`config.mk`:
```
export PLATFORM = sky130hd
export DESIGN_NAME = grid_local_minimum_detector
export DESIGN_NICKNAME = d
export VERILOG_FILES = /design/src/rtl/core/glmd_pkg.sv /design/src/rtl/core/glmd_cell.sv /design/src/rtl/core/glmd_line.sv /design/src/rtl/core/grid_local_minimum_detector.sv
export SDC_FILE = /design/constraint.sdc
export NUM_CORES = 2
export LEC_CHECK = 0
export BUFFER_PORTS_ARGS = -buffer_cell sky130_fd_sc_hd__buf_2
export CAP_MARGIN = 20
export CORE_ASPECT_RATIO = 1.5
export CORE_UTILIZATION = 35
export CTS_CLUSTER_DIAMETER = 40
export DETAILED_ROUTE_END_ITERATION = 6
export PLACE_DENSITY = 0.6
export SETUP_SLACK_MARGIN = 0.2
export SLEW_MARGIN = 10
export SYNTH_ARGS = -nofsm -noshare
export SYNTH_HDL_FRONTEND = slang
export SYNTH_SLANG_ARGS = --single-unit
```
`constraint.sdc`:
```
create_clock -name i_clk -period 26.7 [get_ports i_clk]
set_input_delay 4.005 -clock i_clk [delete_from_list [all_inputs] [get_ports i_clk]]
set_output_delay 4.005 -clock i_clk [all_outputs]
set_load 0.03 [all_outputs]
```
`src/rtl/core/glmd_pkg.sv`:
```
// Shared types and constants for the grid local minimum detector.
package glmd_pkg;

    localparam int HEIGHT_BITS    = 4;
    localparam int COORD_BITS     = 7;
    localparam int RISK_BITS      = 18;
    localparam int CFG_DATA_BITS  = 8;
    localparam int REG_RESET      = 100;
    localparam int DEF_MAX_WIDTH  = 128;
    localparam int DEF_MAX_HEIGHT = 128;

    localparam logic OP_SAMPLE = 1'b0;
    localparam logic OP_FLUSH  = 1'b1;

    typedef enum logic [0:0] {
        CFG_IMAGE_WIDTH  = 1'b0,
        CFG_IMAGE_HEIGHT = 1'b1
    } t_cfg_index;

    typedef struct packed {
        logic                   op;
        logic [HEIGHT_BITS-1:0] height_in;
    } t_in_item;

    typedef struct packed {
        logic [COORD_BITS-1:0]  col;
        logic [COORD_BITS-1:0]  row;
        logic [HEIGHT_BITS-1:0] height_out;
        logic                   is_low;
        logic [RISK_BITS-1:0]   risk_total;
        logic                   frame_done;
    } t_out_item;

    typedef struct packed {
        logic shift;
        logic load;
    } t_cell_ctl;

endpackage

```
`src/rtl/core/glmd_cell.sv`:
```
// One storage cell of a line buffer chain: holds a single pixel height.
module glmd_cell (
    input  logic                            i_clk,
    input  glmd_pkg::t_cell_ctl             i_ctl,
    input  logic [glmd_pkg::HEIGHT_BITS-1:0] i_prev,
    input  logic [glmd_pkg::HEIGHT_BITS-1:0] i_new,
    output logic [glmd_pkg::HEIGHT_BITS-1:0] o_q
);
    import glmd_pkg::*;

    logic [HEIGHT_BITS-1:0] r_q;
    logic [HEIGHT_BITS-1:0] n_q;

    // The cell at the insertion point takes the fresh pixel, the others its neighbor's.
    always_comb begin
        n_q = r_q;
        if (i_ctl.shift) begin
            n_q = i_ctl.load ? i_new : i_prev;
        end
    end

    always_ff @(posedge i_clk) begin
        r_q <= n_q;
    end

    assign o_q = r_q;

endmodule

```
`src/rtl/core/glmd_line.sv`:
```
// Line buffer built as a chain of cells with a run-time selectable delay.
module glmd_line #(
    parameter int DEPTH = glmd_pkg::DEF_MAX_WIDTH
) (
    input  logic                             i_clk,
    input  logic                             i_shift,
    input  logic [$clog2(DEPTH+1)-1:0]       i_delay,
    input  logic [glmd_pkg::HEIGHT_BITS-1:0] i_din,
    output logic [glmd_pkg::HEIGHT_BITS-1:0] o_dout
);
    import glmd_pkg::*;

    localparam int DW = $clog2(DEPTH + 1);

    logic [HEIGHT_BITS-1:0] w_q [DEPTH];

    // New pixels enter at cell DEPTH-delay, so the last cell shows the pixel
    // pushed delay items ago.
    for (genvar i = 0; i < DEPTH; i++) begin : g_cell
        t_cell_ctl              w_ctl;
        logic [HEIGHT_BITS-1:0] w_prev;

        assign w_ctl.shift = i_shift;
        assign w_ctl.load  = (i_delay == DW'(DEPTH - i));

        if (i == 0) begin : g_head
            assign w_prev = i_din;
        end else begin : g_body
            assign w_prev = w_q[i-1];
        end

        glmd_cell u_cell (
            .i_clk  (i_clk),
            .i_ctl  (w_ctl),
            .i_prev (w_prev),
            .i_new  (i_din),
            .o_q    (w_q[i])
        );
    end

    assign o_dout = (i_delay == '0) ? i_din : w_q[DEPTH-1];

endmodule

```
`src/rtl/core/grid_local_minimum_detector.sv`:
```
// Grid local minimum detector: streaming four-neighbor low point finder.
// A verdict is registered and valid in the cycle after the item that releases it is accepted.
// Throughput: one item per cycle while the output drains; both line buffers shift once per item acted on.
// Reset (synchronous, active low) sets width and height to 100 and restarts the frame;
// line buffer contents are not cleared and need no clearing pass.
module grid_local_minimum_detector #(
    parameter int MAX_WIDTH  = glmd_pkg::DEF_MAX_WIDTH,
    parameter int MAX_HEIGHT = glmd_pkg::DEF_MAX_HEIGHT
) (
    input  logic                               i_clk,
    input  logic                               i_rst_n,
    input  logic                               i_cfg_valid,
    output logic                               o_cfg_ready,
    input  glmd_pkg::t_cfg_index               i_cfg_index,
    input  logic [glmd_pkg::CFG_DATA_BITS-1:0] i_cfg_data,
    input  logic                               i_in_valid,
    output logic                               o_in_ready,
    input  glmd_pkg::t_in_item                 i_in_data,
    output logic                               o_out_valid,
    input  logic                               i_out_ready,
    output glmd_pkg::t_out_item                o_out_data
);
    import glmd_pkg::*;

    // Column counter and the short line's delay share one width.
    localparam int AW    = $clog2(MAX_WIDTH);
    localparam int WW    = $clog2(MAX_WIDTH + 1);
    localparam int HW    = $clog2(MAX_HEIGHT + 1);
    localparam int RW    = (MAX_HEIGHT > 1) ? $clog2(MAX_HEIGHT) : 1;
    localparam int CMPWW = (WW > CFG_DATA_BITS) ? WW : CFG_DATA_BITS;
    localparam int CMPHW = (HW > CFG_DATA_BITS) ? HW : CFG_DATA_BITS;
    localparam int WIDTH_RESET  = (REG_RESET > MAX_WIDTH)  ? MAX_WIDTH  : REG_RESET;
    localparam int HEIGHT_RESET = (REG_RESET > MAX_HEIGHT) ? MAX_HEIGHT : REG_RESET;

    // Control state.
    logic [WW-1:0]        r_width,  n_width;
    logic [HW-1:0]        r_height, n_height;
    logic [AW-1:0]        r_col,    n_col;
    logic [RW-1:0]        r_row,    n_row;
    logic                 r_flushing, n_flushing;
    logic [RISK_BITS-1:0] r_risk,   n_risk;
    logic                 r_out_valid, n_out_valid;

    // Payload state.
    t_out_item              r_out,    n_out;
    logic [HEIGHT_BITS-1:0] r_center, n_center;
    logic [HEIGHT_BITS-1:0] r_left,   n_left;

    logic [HEIGHT_BITS-1:0] w_right;
    logic [HEIGHT_BITS-1:0] w_up;
    logic [WW-1:0]          w_cfg_width;
    logic [HW-1:0]          w_cfg_height;
    logic                   w_cfg_acc;
    logic                   w_in_acc;
    logic                   w_act_sample;
    logic                   w_act_flush;
    logic                   w_shift;
    logic                   w_emit;
    logic                   w_col_last;
    logic                   w_row_last;
    logic                   w_has_left;
    logic                   w_has_right;
    logic                   w_has_up;
    logic                   w_has_down;
    logic                   w_low;
    logic [RISK_BITS:0]     w_risk_wide;
    logic [RISK_BITS-1:0]   w_risk_new;
    logic [RW-1:0]          w_judged_row;

    // The window around the judged pixel is taken from two cell chains.
    // The short line delays the stream by width-1 items and gives the right
    // neighbor; two single registers behind it hold the center and the left
    // neighbor. The long line delays the center by one more row and gives the
    // pixel above. The pixel below is the item now arriving. Flush ticks push
    // filler data, so the window stays aligned while the last row drains.
    glmd_line #(
        .DEPTH (MAX_WIDTH - 1)
    ) u_line_near (
        .i_clk   (i_clk),
        .i_shift (w_shift),
        .i_delay (AW'(r_width - WW'(1))),
        .i_din   (i_in_data.height_in),
        .o_dout  (w_right)
    );

    glmd_line #(
        .DEPTH (MAX_WIDTH)
    ) u_line_far (
        .i_clk   (i_clk),
        .i_shift (w_shift),
        .i_delay (r_width),
        .i_din   (r_center),
        .o_dout  (w_up)
    );

    // Configuration values are clamped into the supported range when written.
    always_comb begin
        if (i_cfg_data == '0) begin
            w_cfg_width = WW'(1);
        end else if (CMPWW'(i_cfg_data) > CMPWW'(MAX_WIDTH)) begin
            w_cfg_width = WW'(MAX_WIDTH);
        end else begin
            w_cfg_width = WW'(i_cfg_data);
        end
        if (i_cfg_data == '0) begin
            w_cfg_height = HW'(1);
        end else if (CMPHW'(i_cfg_data) > CMPHW'(MAX_HEIGHT)) begin
            w_cfg_height = HW'(MAX_HEIGHT);
        end else begin
            w_cfg_height = HW'(i_cfg_data);
        end
    end

    assign o_cfg_ready = 1'b1;
    assign w_cfg_acc   = i_cfg_valid & o_cfg_ready;

    // The output register frees itself in the same cycle it is drained.
    assign o_in_ready = ~r_out_valid | i_out_ready;
    assign w_in_acc   = i_in_valid & o_in_ready;

    // A sample during the flush phase and a flush outside it are dropped.
    assign w_act_sample = w_in_acc & (i_in_data.op == OP_SAMPLE) & ~r_flushing;
    assign w_act_flush  = w_in_acc & (i_in_data.op == OP_FLUSH) & r_flushing;
    assign w_shift      = w_act_sample | w_act_flush;

    // Samples of the first row release nothing; every flush tick releases one verdict.
    assign w_emit = w_act_flush | (w_act_sample & (r_row != '0));

    assign w_col_last = (r_col == AW'(r_width - WW'(1)));
    assign w_row_last = (r_row == RW'(r_height - HW'(1)));

    // While sampling, the judged pixel sits one row above the arriving one.
    // While flushing, it sits on the last row itself and has no pixel below.
    assign w_judged_row = r_flushing ? r_row : (r_row - RW'(1));
    assign w_has_left   = (r_col != '0);
    assign w_has_right  = ~w_col_last;
    assign w_has_up     = r_flushing ? (r_row != '0) : (r_row > RW'(1));
    assign w_has_down   = ~r_flushing;

    assign w_low = (~w_has_left  | (r_left  > r_center))
                 & (~w_has_right | (w_right > r_center))
                 & (~w_has_up    | (w_up    > r_center))
                 & (~w_has_down  | (i_in_data.height_in > r_center));

    // Running risk sum saturates at its all-ones value.
    assign w_risk_wide = {1'b0, r_risk} + (RISK_BITS+1)'(r_center) + (RISK_BITS+1)'(1);
    always_comb begin
        w_risk_new = r_risk;
        if (w_low) begin
            w_risk_new = w_risk_wide[RISK_BITS] ? '1 : w_risk_wide[RISK_BITS-1:0];
        end
    end

    always_comb begin
        n_width     = r_width;
        n_height    = r_height;
        n_col       = r_col;
        n_row       = r_row;
        n_flushing  = r_flushing;
        n_risk      = r_risk;
        n_out_valid = r_out_valid;
        n_out       = r_out;
        n_center    = r_center;
        n_left      = r_left;

        if (w_shift) begin
            n_center = w_right;
            n_left   = r_center;
        end

        if (w_emit) begin
            n_risk               = w_risk_new;
            n_out_valid          = 1'b1;
            n_out.col            = COORD_BITS'(r_col);
            n_out.row            = COORD_BITS'(w_judged_row);
            n_out.height_out     = r_center;
            n_out.is_low         = w_low;
            n_out.risk_total     = w_risk_new;
            n_out.frame_done     = w_act_flush & w_col_last;
        end else if (i_out_ready) begin
            n_out_valid = 1'b0;
        end

        if (w_act_sample) begin
            if (w_col_last) begin
                n_col = '0;
                if (w_row_last) begin
                    n_flushing = 1'b1;
                end else begin
                    n_row = r_row + RW'(1);
                end
            end else begin
                n_col = r_col + AW'(1);
            end
        end

        // The flush of the last column closes the frame.
        if (w_act_flush) begin
            if (w_col_last) begin
                n_col      = '0;
                n_row      = '0;
                n_flushing = 1'b0;
                n_risk     = '0;
            end else begin
                n_col = r_col + AW'(1);
            end
        end

        // A register write takes effect at once and restarts the frame.
        if (w_cfg_acc) begin
            case (i_cfg_index)
                CFG_IMAGE_WIDTH: begin
                    n_width = w_cfg_width;
                end
                CFG_IMAGE_HEIGHT: begin
                    n_height = w_cfg_height;
                end
                default: begin
                    n_width = r_width;
                end
            endcase
            n_col      = '0;
            n_row      = '0;
            n_flushing = 1'b0;
            n_risk     = '0;
        end
    end

    always_ff @(posedge i_clk) begin
        if (!i_rst_n) begin
            r_width     <= WW'(WIDTH_RESET);
            r_height    <= HW'(HEIGHT_RESET);
            r_col       <= '0;
            r_row       <= '0;
            r_flushing  <= 1'b0;
            r_risk      <= '0;
            r_out_valid <= 1'b0;
        end else begin
            r_width     <= n_width;
            r_height    <= n_height;
            r_col       <= n_col;
            r_row       <= n_row;
            r_flushing  <= n_flushing;
            r_risk      <= n_risk;
            r_out_valid <= n_out_valid;
        end
    end

    always_ff @(posedge i_clk) begin
        r_out    <= n_out;
        r_center <= n_center;
        r_left   <= n_left;
    end

    assign o_out_valid = r_out_valid;
    assign o_out_data  = r_out;

endmodule

```
**Yosys cells after proc, flatten, opt, wreduce, memory -nomap -nowiden**

Cells that the tools add are included.

- Word-level logic and storage cells: 850
- Flip-flop bits (word level): 1111
- Input port bits: 19

- Equal/unequal tests: 255
- $add $sub $neg: 7
- Bitwise operators: 24
- Mux-type cells: 279
- $lt $le $gt $ge: 6
- Reduce and logical (&&, ||, !) cells: 10

Operators with widths:

| operator | count |
|---|---|
| 4-bit 2-to-1 mux | 255 |
| 8-bit by 7-bit == test with 1-bit output (second input constant) | 64 |
| 7-bit == test (second input constant) | 63 |
| 8-bit by 6-bit == test with 1-bit output (second input constant) | 32 |
| 7-bit by 6-bit == test with 1-bit output (second input constant) | 32 |
| 8-bit by 5-bit == test with 1-bit output (second input constant) | 16 |
| 7-bit by 5-bit == test with 1-bit output (second input constant) | 16 |
| 18-bit 2-to-1 mux | 5 |
| 8-bit by 4-bit == test with 1-bit output (second input constant) | 8 |
| 7-bit 2-to-1 mux | 9 |
| 7-bit by 4-bit == test with 1-bit output (second input constant) | 8 |
| 8-bit by 3-bit == test with 1-bit output (second input constant) | 4 |
| 7-bit by 3-bit == test with 1-bit output (second input constant) | 4 |
| 7-bit by 1-bit subtractor with 7-bit output (second input constant) | 3 |
| 18-bit by 4-bit adder with 19-bit output | 1 |
| 19-bit by 1-bit adder with 19-bit output (second input constant) | 1 |
| 8-bit by 2-bit == test with 1-bit output (second input constant) | 2 |
| 4-bit > comparator | 4 |
| 8-bit zero test | 2 |
| 8-bit 2-to-1 mux | 2 |
| 7-bit by 1-bit adder with 7-bit output (second input constant) | 2 |
| 7-bit by 2-bit == test with 1-bit output (second input constant) | 2 |
| 7-bit == test | 2 |
| 7-bit nonzero test | 2 |
| other kinds (12) | 42 |

**Logic depth before layout (Yosys ltp)**

- Word-level depth: 12
- Gate-level depth with buffers: 18
- Mapped depth without buffers: 16

**Cells and area by module**

Synthesis repeated with hierarchy kept, for this count alone.

- Cell total of the unflattened synthesis: 2953
- Area, all modules: 49114.6 um^2

By module, submodules not included:

| module | instances | cells each | sequential area each (um^2) | area an instance (um^2) |
|---|---|---|---|---|
| glmd_cell | 255 | 8 | 120.1 | 165.2 |
| grid_local_minimum_detector | 1 | 554 | 2362.3 | 5447.7 |
| glmd_line at u_line_near | 1 | 179 | 0.0 | 777.0 |
| glmd_line at u_line_far | 1 | 180 | 0.0 | 774.5 |

**Least setup slack after synthesis**

No wires, ideal clock.

- Kind: input-to-reg
- From: in i_out_ready
- To: reg r_col[6]
- Stages: 8
- Slack: -1.309 ns
- Data required time: 26.629 ns
- Arrival: 27.938 ns
- Cell sequence: nand2b_1 > nand4_1 > and2_1 > clkbuf_1 > inv_1 > nand4_1 > or3_1 > a21oi_1

- Longest elaborated chain between the ends: 5
- Elaborated cells on any way between the ends: 8
- Those cells by class: 1 x mux; 6 x bitwise; 1 x reduce/logical

RTL lines:

| what | RTL line | RTL |
|---|---|---|
| start, declared | grid_local_minimum_detector.sv:20 | `input logic i_out_ready,` |
| 1-bit OR * | grid_local_minimum_detector.sv:118 | `assign o_in_ready = ~r_out_valid \| i_out_ready;` |
| 1-bit bitwise AND * | grid_local_minimum_detector.sv:119 | `assign w_in_acc = i_in_valid & o_in_ready;` |
| 1-bit bitwise AND, on equally long branches (2 in a row) | grid_local_minimum_detector.sv:123, grid_local_minimum_detector.sv:122 |  |
| 7-bit 2-to-1 mux or 2-bit nonzero test (tied branches) | -- |  |
| end signal, assigned | grid_local_minimum_detector.sv:241 | `r_col <= n_col;` |
| end, declared | grid_local_minimum_detector.sv:38 | `logic [AW-1:0] r_col, n_col;` |

Every way passes the cells marked *; elsewhere a longest branch is shown, timed or not.
A chain may end at the register's enable or synchronous reset.

**Final worst setup path**

- From: in i_out_ready
- To: out o_in_ready

- Longest elaborated chain between the ends: 1

RTL lines:

| what | RTL line | RTL |
|---|---|---|
| 1-bit OR | grid_local_minimum_detector.sv:118 |  |
| end, declared | grid_local_minimum_detector.sv:17 | `output logic o_in_ready,` |

No other way between the ends.

==> reports/metrics.yaml <==
worst_setup_path:
  r2r_start: "r_width[0]$_SDFFE_PN0P_"
  critPathCaptureType: "primary output"
  r2r_cells: 17
  rrSetupSlack_ns: 20.76
  crit_path_max_fanout: 4
  cp_data_required_time_ns: 22.69
  crit_chain: "buf_2, nand2b_1, buf_2"
  r2r_end: "o_out_data[17]$_DFFE_PN_"
  critical-path-slowest-cell: "buf_2"
  arrival_ns: 4.64
  cp-startpoint: "i_out_ready"
  cp_common_cell: "buf_2"
  critPathBufInv: 2
  startpoint_type: "primary input"
  crit_path_max_incr_delay_ns: 0.25
  cpLargestDelayFamily: "buffers and inverters"
  path_class: "in2out"
route:
  first_pass_iters: 5
  viasPerCell: 5.02
  avgRoutedWirePerCell_um: 20.1
  drcViolationCount: 0
  ant_nets: 0
  route.vias.total: 26300
  wl_mm: 105
  drtIter0Drc: 2005
power:
  switching_share: 0.223
  vdd_drop_max_mv: 0.0638
  power.internal_mw: 3.18
  p_seq_frac: 0.489
  p_leak_nw: 18.2
  p_sw_mw: 0.911
  cellPowerDensity_nw_per_um2: 73.2
  clkPwrFrac: 0.469
  p_comb_frac: 0.042
place:
  dp_cells: 4972
  portBuffers: 58
  place_area_um2: 51100
  hpwlAfterDp_mm: 61.0
  gp_congestion: 0.763
floorplanning:
  die_x_um: 307
  core_area_um2: 138000
  initial_core_util: 0.353
  die_h_um: 460
  dieArea_um2: 141000
  rows: 167
  io_pins: 60
layout:
  seq_area_um2: 32900
  multi_input_comb_area_um2: 15300
  area_growth_pct: 14.2
  layout-drive-gt1-share: 0.360
  fin_nets: 3310
  final_cell_mix: "edfxtp_1, mux2_2, nor2_1"
  instances_no_fill: 5234
  fill_cells: 12800
  final_area_um2: 55900
  final_common_cell: "edfxtp_1"
timing:
  setup-violations-final: 0
  max-slew-margin-rel: 0.268
  fin_setup_tns_ns: 0
  hold_viol: 0
  max_freq_mhz: 116
  min_period_ns: 8.64
  rsz0062_at_grt: "no"
  clock_skew_ns: 0.0353
  fin_crit_sh: 0.324
  worst_pin_slew_ns: 1.10
  maxSlewViolCount: 0
grt:
  grt_max_degree: 201
  grt_util_all_layers: 0.149
  grt-ovfl-total: 0
  grt_pass1_vias: 26900
  grt_pass1_wl_mm: 162
  antenna_found_initial: 7
synth:
  synth_cell_types: 66
  synth_edf_count: 1062
  syn-num-nets: 3246
  synthArstFlopShare: 0
  avgSynthCellArea_um2: 15.3
  synth_area_um2: 48900
  synth_cells: 3193
  ys_seq_area_frac: 0.672
  ys_warn_count: 0
  synth_seq_cells: 1111
  synth_flop_cell: "edfxtp_1"
clock_tree:
  cts_resized: 0
  root_buffer: "clkbuf_16"
  cts_setup_buffers: 0
  numCtsBuffers: 142
  htreeDepth: 4
  clk_pin_slew_ns: 0.06
  cts_tree: "built"
  clock-sinks: 1111
  postCtsHoldBufs: 0
  clock_path_buffers: 3
  clk_latency_ns: 0.76
worst_hold_path:
  min_from: "u_line_far.g_cell[14].u_cell.o_q[0]$_DFFE_PP_"
  holdPathEnd: "u_line_far.g_cell[15].u_cell.o_q[0]$_DFFE_PP_"
  hp-class: "reg2reg"
  holdPathStages: 2
run_status:
  status: "complete, no violations"
flow_run:
  cap_violations: 0
-- state kept, by name (all words and copies together), names as in the netlist, named ones only --
| register | flops |
|---|---|
| r_width | 8 |
| u_line_far.g_cell.u_cell.o_q | 512 |
| r_col | 7 |
| o_out_valid | 1 |
| u_line_near.g_cell.u_cell.o_q | 508 |
| r_center | 4 |
| r_height | 7 |
| r_risk | 18 |
| o_out_data | 38 |
-- kinds of logic after synthesis --
group           share of synthesized area
compound gates                     0.0321
xor+xnor                          0.00775
fa+ha+maj                         0.00885
buf+inv                            0.0156
flops                               0.672
mux                                 0.204
other cells                     0.0000767
simple gates                       0.0589
-- worst max path at each step --
stage                                 end  slack [ns]  depth (start not counted)
floorplan           r_col[5]$_SDFFE_PP0P_        4.90                          9
global placement               o_in_ready       18.05                          3
detailed placement             o_in_ready       18.05                          3
CTS                            o_in_ready       18.05                          3
global route                   o_in_ready       18.03                          3
finish                         o_in_ready       18.06                          3
-- power by group through the flow --
stage | combinational [mW] | clock, mW | sequential (mW)
2_1_floorplan | 0.121 | 0 | 2.07
3_3_place_gp | 0.171 | 0 | 2.04
3_5_place_dp | 0.172 | 0 | 2.04
4_1_cts | 0.174 | 1.96 | 2.00
5_1_grt | 0.187 | 2.02 | 2.01
6_report | 0.170 | 1.92 | 2.00
-- area by class of cell --
| cell class | count | share of cell area |
|---|---|---|
| sequential | 1111 | 0.589 |
| timing repair buffer | 90 | 0.0101 |
| clock buffer | 167 | 0.0666 |
| tap | 1859 | 0.0416 |
| multi-input combinational | 1885 | 0.273 |
| inverter | 27 | 0.00188 |
| clock inverter | 92 | 0.0179 |
| antenna | 3 | 0.000134 |
-- through the flow --
| step | total power, mW | util | worst slack (ns) | hold WS, ns |
|---|---|---|---|---|
| floorplan | 2.19 | - | 4.90 | 0.479 |
| global placement | 2.21 | 0.370 | 18.05 | 0.500 |
| detailed placement | 2.21 | 0.370 | 18.05 | 0.507 |
| CTS | 4.13 | 0.404 | 18.05 | 0.511 |
| global route | 4.21 | 0.404 | 18.03 | 0.534 |
| finish | 4.09 | 0.404 | 18.06 | 0.509 |
-- worst reg2reg max path: stages, from the launching register on --
cell and delay (ns):
dfxtp_1 0.40, inv_1 0.18, ha_1 0.29, nor3b_2 0.51
nand2_1 0.20, xnor2_1 0.24, or3_1 0.66, nor2_1 0.45
mux2_2 0.40, ha_1 0.28, nor2b_1 0.13, o21a_1 0.16
o21a_1 0.15, o21ai_0 0.78, a211oi_4 0.11, buf_4 0.27
nand4_1 0.14, mux2_1 0.33
-- Yosys cell counts (all sizes together), types with 9 or more instances --
master	instances	area [um2]
nand2	238	893
xor2	15	131
edfxtp	1062	31900
ha	33	413
inv	27	101
dfxtp	49	981
nor3	22	110
o211ai	9	67.6
a21oi	48	240
clkbuf	155	582
nand3	32	160
and3	11	68.8
and4	10	87.6
buf	15	81.3
or3	11	68.8
nand2b	14	87.6
o21ai	151	756
nand4	9	56.3
a31oi	11	68.8
mux2	884	9950
nor2	264	991
nor2b	14	87.6
xnor2	17	156
-- metal layers --
layer  global-route usage  share of wire  vias up  wire (um)
met2                0.248           0.49      559      51800
met4               0.0584          0.031        2       3240
li1                     -              -    12200          -
met1                0.188           0.43    13400      44800
met3               0.0320          0.051      183       5370
met5                    0        0.00012        -         13
Note: power is estimated with default switching activity, not from simulation.
